--- config.mk ---
export PLATFORM = sky130hd
export DESIGN_NAME = led_chaser_with_buzzer_pattern
export DESIGN_NICKNAME = d
export VERILOG_FILES = /design/src/design/ledch_pkg.sv /design/src/design/led_chaser_with_buzzer_pattern.sv
export SDC_FILE = /design/constraint.sdc
export NUM_CORES = 1
export LEC_CHECK = 0
export ABC_AREA = 1
export BUFFER_PORTS_ARGS = -buffer_cell sky130_fd_sc_hd__buf_2
export CELL_PAD_IN_SITES_DETAIL_PLACEMENT = 0
export CELL_PAD_IN_SITES_GLOBAL_PLACEMENT = 1
export CORE_AREA = 2 2 176 178
export CTS_CLUSTER_DIAMETER = 150
export DETAILED_ROUTE_END_ITERATION = 8
export DIE_AREA = 0 0 178 180
export PLACE_DENSITY = 0.71
export SYNTH_ARGS = -nofsm -noshare
export SYNTH_HDL_FRONTEND = slang
export SYNTH_SLANG_ARGS = --single-unit
--- constraint.sdc ---
create_clock -name clk -period 5.8 [get_ports clk]
set_input_delay 0.29 -clock clk [delete_from_list [all_inputs] [get_ports clk]]
set_output_delay 0.29 -clock clk [all_outputs]
set_load 0.02 [all_outputs]
--- src/design/ledch_pkg.sv ---
// Package for the LED chaser with buzzer pattern.
// Holds the mode codes, register indexes, reset values and LED count.
// No dependencies.
`default_nettype none

package ledch_pkg;

	// Number of LEDs driven by the chaser; led_levels shows the lowest four.
	localparam int LED_NUM = 4;
	localparam int GS_W    = (LED_NUM > 2) ? $clog2(LED_NUM) : 1;
	localparam int LED_W   = (LED_NUM > 4) ? LED_NUM : 4;

	localparam int NUM_REGS = 8;
	localparam int REG_AW   = 3;
	localparam int TIMER_W  = 16;

	typedef enum logic [1:0] {
		LM_OFF    = 2'd0,
		LM_SINGLE = 2'd1,
		LM_DOUBLE = 2'd2,
		LM_FULL   = 2'd3
	} mode_t;

	typedef enum logic [REG_AW-1:0] {
		REG_SINGLE_ON    = 3'd0,
		REG_SINGLE_OFF   = 3'd1,
		REG_GROUP_ON     = 3'd2,
		REG_GROUP_OFF    = 3'd3,
		REG_BEEP_LONG_ON  = 3'd4,
		REG_BEEP_LONG_OFF = 3'd5,
		REG_BEEP_SHORT_ON = 3'd6,
		REG_BEEP_SHORT_OFF = 3'd7
	} reg_idx_t;

	typedef logic [TIMER_W-1:0] timer_t;

	function automatic timer_t reg_reset_value(input reg_idx_t idx);
		timer_t v;
		case (idx)
			REG_SINGLE_ON:      v = 16'd250;
			REG_SINGLE_OFF:     v = 16'd250;
			REG_GROUP_ON:       v = 16'd500;
			REG_GROUP_OFF:      v = 16'd500;
			REG_BEEP_LONG_ON:   v = 16'd200;
			REG_BEEP_LONG_OFF:  v = 16'd800;
			REG_BEEP_SHORT_ON:  v = 16'd50;
			REG_BEEP_SHORT_OFF: v = 16'd100;
			default:            v = 16'd0;
		endcase
		return v;
	endfunction

endpackage

`default_nettype wire

--- src/design/led_chaser_with_buzzer_pattern.sv ---
// LED chaser with buzzer pattern: top level; depends on ledch_pkg.
// The result of an accepted request is registered and shown on the master side in the next cycle.
// One request per cycle while results are taken; the result register frees as it is taken.
// The whole tick update is one pass of logic from the state registers into them.
// Reset (arst_n low) clears all state to idle, dark and silent, and loads the
// timing registers with their default periods.
`default_nettype none

module led_chaser_with_buzzer_pattern
	import ledch_pkg::*;
(
	input  wire logic        clk,
	input  wire logic        arst_n,
	// Tick requests.
	input  wire logic        s_tvalid,
	output logic             s_tready,
	input  wire logic [7:0]  s_tdata,  // [1:0] mode_request
	// Results.
	output logic             m_tvalid,
	input  wire logic        m_tready,
	output logic [7:0]       m_tdata,  // [3:0] led_levels, [4] buzzer_level
	// Configuration.
	input  wire logic        psel,
	input  wire logic        penable,
	input  wire logic        pwrite,
	input  wire logic [4:0]  paddr,
	input  wire logic [31:0] pwdata,
	output logic [31:0]      prdata,
	output logic             pready
);

	timer_t             cfg_q [NUM_REGS];

	mode_t              active_q;
	logic [GS_W-1:0]    gs_q;
	logic               lph_q;
	timer_t             lt_left_q;
	logic               lt_arm_q;
	logic               bph_q;
	timer_t             bt_left_q;
	logic               bt_arm_q;
	logic [LED_NUM-1:0] led_q;
	logic               buzz_q;
	logic               m_valid_q;

	mode_t              req;
	logic               s_fire;

	mode_t              n_active;
	logic [GS_W-1:0]    n_gs;
	logic               n_lph;
	timer_t             n_lt_left;
	logic               n_lt_arm;
	logic               n_bph;
	timer_t             n_bt_left;
	logic               n_bt_arm;
	logic [LED_NUM-1:0] n_led;
	logic               n_buzz;

	timer_t             lt_tick;
	timer_t             bt_tick;
	logic               lt_fire;
	logic               bt_fire;
	logic               run_light;
	logic               run_beep;
	timer_t             l_on;
	timer_t             l_off;
	timer_t             b_on;
	timer_t             b_off;
	logic [LED_NUM-1:0] mask;
	logic [GS_W-1:0]    gs_adv;
	logic [GS_W:0]      gs_sum;
	logic [GS_W:0]      step_cnt;
	logic [LED_W-1:0]   led_ext;

	// Mask of count LEDs starting at first; positions past the end are dropped.
	function automatic logic [LED_NUM-1:0] group_mask(input logic [GS_W-1:0] first,
			input int count);
		logic [LED_NUM-1:0] m;
		for (int i = 0; i < LED_NUM; i++) begin
			m[i] = (i >= int'(first)) && (i < int'(first) + count);
		end
		return m;
	endfunction

	assign pready = 1'b1;
	assign prdata = {16'd0, cfg_q[paddr[4:2]]};

	always_ff @(posedge clk or negedge arst_n) begin
		if (!arst_n) begin
			for (int i = 0; i < NUM_REGS; i++) begin
				cfg_q[i] <= reg_reset_value(reg_idx_t'(i));
			end
		end else if (psel && penable && pwrite && pready) begin
			cfg_q[paddr[4:2]] <= pwdata[TIMER_W-1:0];
		end
	end

	assign req      = mode_t'(s_tdata[1:0]);
	assign s_tready = !m_valid_q || m_tready;
	assign s_fire   = s_tvalid && s_tready;

	// Timers count down at the start of every tick and are tested afterwards.
	assign lt_tick = (lt_arm_q && (lt_left_q != '0)) ? lt_left_q - 1'b1 : lt_left_q;
	assign bt_tick = (bt_arm_q && (bt_left_q != '0)) ? bt_left_q - 1'b1 : bt_left_q;
	assign lt_fire = lt_arm_q && (lt_tick == '0);
	assign bt_fire = bt_arm_q && (bt_tick == '0);

	always_comb begin
		run_light = 1'b0;
		run_beep  = 1'b0;
		l_on      = cfg_q[REG_GROUP_ON];
		l_off     = cfg_q[REG_GROUP_OFF];
		b_on      = cfg_q[REG_BEEP_LONG_ON];
		b_off     = cfg_q[REG_BEEP_LONG_OFF];
		mask      = '0;
		step_cnt  = (GS_W+1)'(1);
		case (active_q)
			LM_SINGLE: begin
				run_light = 1'b1;
				l_on      = cfg_q[REG_SINGLE_ON];
				l_off     = cfg_q[REG_SINGLE_OFF];
				mask      = group_mask(gs_q, 1);
			end
			LM_DOUBLE: begin
				run_light = 1'b1;
				run_beep  = 1'b1;
				mask      = group_mask(gs_q, 2);
				step_cnt  = (GS_W+1)'(2);
			end
			LM_FULL: begin
				run_light = 1'b1;
				run_beep  = 1'b1;
				b_on      = cfg_q[REG_BEEP_SHORT_ON];
				b_off     = cfg_q[REG_BEEP_SHORT_OFF];
				mask      = '1;
			end
			default: begin
				run_light = 1'b0;
			end
		endcase
	end

	// The whole row is lit in all mode, so the start always wraps back to zero there.
	assign gs_sum = {1'b0, gs_q} + step_cnt;
	assign gs_adv = ((active_q == LM_FULL) || (gs_sum >= (GS_W+1)'(LED_NUM))) ? '0
		: gs_sum[GS_W-1:0];

	always_comb begin
		n_active  = active_q;
		n_gs      = gs_q;
		n_lph     = lph_q;
		n_lt_left = lt_tick;
		n_lt_arm  = lt_arm_q;
		n_bph     = bph_q;
		n_bt_left = bt_tick;
		n_bt_arm  = bt_arm_q;
		n_led     = led_q;
		n_buzz    = buzz_q;
		if (req != active_q) begin
			n_active  = req;
			n_gs      = '0;
			n_lph     = 1'b0;
			n_led     = '0;
			n_buzz    = 1'b0;
			n_bph     = 1'b0;
			n_bt_left = timer_t'(1);
			n_bt_arm  = 1'b1;
			if (req != LM_OFF) begin
				n_lt_left = timer_t'(1);
				n_lt_arm  = 1'b1;
			end
		end else begin
			// A firing timer is always rearmed, so the armed flags keep their values here.
			if (run_light && lt_fire) begin
				if (!lph_q) begin
					n_led     = led_q | mask;
					n_lt_left = l_on;
					n_lph     = 1'b1;
				end else begin
					n_led     = led_q & ~mask;
					n_lt_left = l_off;
					n_lph     = 1'b0;
					n_gs      = gs_adv;
				end
			end
			if (run_beep && bt_fire) begin
				n_buzz    = !bph_q;
				n_bt_left = bph_q ? b_off : b_on;
				n_bph     = !bph_q;
			end
		end
	end

	always_ff @(posedge clk or negedge arst_n) begin
		if (!arst_n) begin
			active_q  <= LM_OFF;
			gs_q      <= '0;
			lph_q     <= 1'b0;
			lt_left_q <= '0;
			lt_arm_q  <= 1'b0;
			bph_q     <= 1'b0;
			bt_left_q <= '0;
			bt_arm_q  <= 1'b0;
			led_q     <= '0;
			buzz_q    <= 1'b0;
		end else if (s_fire) begin
			active_q  <= n_active;
			gs_q      <= n_gs;
			lph_q     <= n_lph;
			lt_left_q <= n_lt_left;
			lt_arm_q  <= n_lt_arm;
			bph_q     <= n_bph;
			bt_left_q <= n_bt_left;
			bt_arm_q  <= n_bt_arm;
			led_q     <= n_led;
			buzz_q    <= n_buzz;
		end
	end

	always_ff @(posedge clk or negedge arst_n) begin
		if (!arst_n) begin
			m_valid_q <= 1'b0;
		end else if (s_fire) begin
			m_valid_q <= 1'b1;
		end else if (m_tready) begin
			m_valid_q <= 1'b0;
		end
	end

	// The LED and buzzer registers change only on a request, so they serve as
	// the result register.
	assign led_ext  = LED_W'(led_q);
	assign m_tvalid = m_valid_q;
	assign m_tdata  = {3'd0, buzz_q, led_ext[3:0]};

	a_idle_dark: assert property (@(posedge clk) disable iff (!arst_n)
		(active_q == LM_OFF) |-> (led_q == '0))
		else $error("LEDs lit while idle");

	a_buzz_mode: assert property (@(posedge clk) disable iff (!arst_n)
		buzz_q |-> ((active_q == LM_DOUBLE) || (active_q == LM_FULL)))
		else $error("buzzer sounding in a mode without a beep pattern");

	a_single_one: assert property (@(posedge clk) disable iff (!arst_n)
		(active_q == LM_SINGLE) |-> ($countones(led_q) <= 1))
		else $error("more than one LED lit in single mode");

	a_change_dark: assert property (@(posedge clk) disable iff (!arst_n)
		(s_fire && (req != active_q)) |=> (m_tdata[4:0] == 5'd0))
		else $error("mode change did not darken and silence the outputs");

	a_stall_hold: assert property (@(posedge clk) disable iff (!arst_n)
		(m_valid_q && !m_tready) |-> !s_tready)
		else $error("request taken while a result is stalled");

endmodule

`default_nettype wire

==> impl_metrics.ini <==
[cells_and_area]
multi_input_area_um2 = 5190
regArea_um2 = 4370
drive_gt1_frac = 0.123
final_cell_mix = nand2_1 (378), o21ai_0 (203), dfrtp_1 (137)
fill_cells = 3161
synthToLayoutAreaGrowth_pct = 10.6
fin_nets = 1514
final_common_cell = nand2_1

[timing]
whs_ns = -0.0226
tightest_slew_ns = 1.20
min_period_ns = 3.32
finalSetupTns_ns = 0
final.setup_skew_ns = 0.0109
slew_violations = 0
final-setup-viol-count = 0
max_freq_ghz = 0.301
relSlewSlack = 0.199
rsz0062_at_grt = no
finalHoldViolCount = 11
fin_crit_sh = 0.573
worst_slack_ns = 2.48

[worst_setup_path]
cpPeakStageDelay_ns = 0.39
crit_family = simple AND/OR/NAND/NOR gates
reg2reg_depth = 15
crit_buf_inv = 2
reg2reg_slack_ns = 2.48
worst_path_most_repeated_cell = nand2_1
required_ns = 6.12
crit_fanout = 16
r2r-end = led_ext[2]
end_kind = flop
path_depth = 15
r2r_start = lt_left_q[0]
critPathSlowestCell = dfrtp_1
critPathLaunch = lt_left_q[0]
start_kind = flop
path_cells = inv_1, ha_1, nand2_1, nor2_1, nand2_2, nand2_2, inv_2, a21oi_1, nand2_1, nor2_4, nand3_4, nor2_1, nor2_2, nand2_1, o21ai_1
crit_arrival_ns = 3.64
crit_type = reg -> reg
cp-endpoint = led_ext[2]

[die]
pin_count = 95
chipHeight_um = 180
dieArea_um2 = 32000
die_w_um = 178
initial_utilization = 0.346
core_area_um2 = 30200
rows = 64

[global_route]
antenna_found_initial = 1
grt_pass1_vias = 9206
gr-total-overflow = 0
grt_usage = 0.219
grt_first_pass_wirelength_mm = 54.0
grt_max_degree = 114

[yosys]
synth-main-ff-cell = dfrtp_1
synth_area_per_cell_um2 = 7.23
synth_cells = 1447
syn_area_um2 = 10500
ys_ff_latch = 173
yosys_warnings = 0
synth.distinct_cells = 48
async_flop_share = 1.00
seq_area_frac_synth = 0.418
synth_edf_count = 0

[clock_network]
cts_buffer_depth = 2
cts-root-buf = clkbuf_16
clock_latency_ns = 0.44
cts_made_buffers = 17
cts_setup_buffers = 0
cts_tree = built
cts_resized = 0
path_clk_slew_ns = 0.08
cts_max_level = 4
hold_buffers = 0
clock_sink_count = 173

[route]
drcViolationCount = 0
wire_per_inst_um = 18.2
via_per_inst = 5.24
drtPass1Iterations = 5
routed_wl_mm = 34.0
drtAntennaViolNets = 0
vias = 9778
drtIter0Drc = 874

[power]
power_leakage_nw = 5.38
peakVddDrop_uv = 278
finalPower_w = 0.00505
p_per_area_nw_per_um2 = 436

[outcome]
status = finished, violations left
violations = negative hold slack

[placement]
pre_cts_slack_ns = 2.50
port_buffers = 50
dp_hpwl_mm = 22.6
gp_congestion = 0.830

[worst_hold_path]
hold_path_class = in -> async

[job]
drv_cap = 0
[cells in the mapped netlist (3+ instances only)]
master     instances  area share
nand2_1          378        0.14
o21ai_0          203       0.097
dfrtp_1          137        0.33
nor2_1           135       0.048
inv_1            129       0.046
nand3_1           79       0.038
a21oi_1           61       0.029
clkbuf_1          57       0.020
dfstp_2           36       0.090
nand4_1           28       0.017
buf_4             24       0.017
a221oi_1          18       0.015
o21a_1            12      0.0086
a22oi_1           11      0.0079
nor3_1            11      0.0053
xor2_1            11      0.0092
o2bb2ai_1         10      0.0084
o21ai_1            8      0.0038
o22ai_1            8      0.0048
nand2_2            7      0.0042
nor2_2             7      0.0042
ha_1               6      0.0072
inv_2              6      0.0022
xnor2_1            6      0.0050
buf_2              5      0.0024
buf_6              5      0.0054
nor2_4             5      0.0054
buf_1              4      0.0014
nand3b_1           4      0.0029
o2111ai_1          4      0.0033
o211ai_1           4      0.0029
a31oi_1            3      0.0018
and2_1             3      0.0018
nand3_2            3      0.0029
[power by group]
| group | switching, W | total [W] | internal, W |
|---|---|---|---|
| logic | 0.00141 | 0.00210 | 0.000688 |
| registers | 0.000241 | 0.00175 | 0.00150 |
| clock network | 0.000575 | 0.00120 | 0.000630 |
| total | 0.00223 | 0.00505 | 0.00282 |
[flip-flops by register name, indices dropped and copies added (netlist names), 2 cells and up]
name       cells
active_q       2
bt_left_q     16
lt_left_q     16
led_ext        4
gs_q           2
cfg_q        128
[worst min path at each step]
stage | from | endpoint | cells after the start
finish | arst_n | cfg_q[39] | 1
global route | arst_n | cfg_q[39] | 1
CTS | arst_n | cfg_q[124] | 1
detailed placement | cfg_q[59] | cfg_q[59] | 2
global placement | cfg_q[10] | cfg_q[10] | 2
floorplan | arst_n | active_q[0] | 0
[through the flow]
step           area [um^2]   util  cells
6_report             11600  0.383   1865
3_3_place_gp         11000  0.363   1832
5_1_grt              11600  0.383   1864
4_1_cts              11600  0.383   1864
2_1_floorplan        10500      -   1465
3_5_place_dp         11000  0.363   1832
[cell families (layout without fill, tap and decap cells)]
group,Yosys count,after routing,synth area share
simple gates,669,669,0.275
compound gates,347,347,0.187
buf+inv,232,235,0.0961
flops,173,173,0.418
xor+xnor,17,17,0.0142
fa+ha+maj,7,7,0.00909
other cells,2,21,0.000718
[area by class of cell]
type,instances,area share
clock inverter,14,0.0146
inverter,137,0.0445
timing repair buffer,66,0.0326
antenna,1,0.000216
multi-input combinational,1060,0.449
clock buffer,18,0.0380
sequential,173,0.378
tap,396,0.0428
[layer usage]
| metal | vias up | wire length (um) | global-route usage |
|---|---|---|---|
| met4 | 0 | 378 | 0.0489 |
| li1 | 4752 | - | - |
| met2 | 290 | 15000 | 0.329 |
| met1 | 4710 | 16600 | 0.328 |
| met3 | 26 | 2010 | 0.0349 |
| met5 | - | 0 | 0 |
No activity file was read; power rests on OpenSTA's default activity.
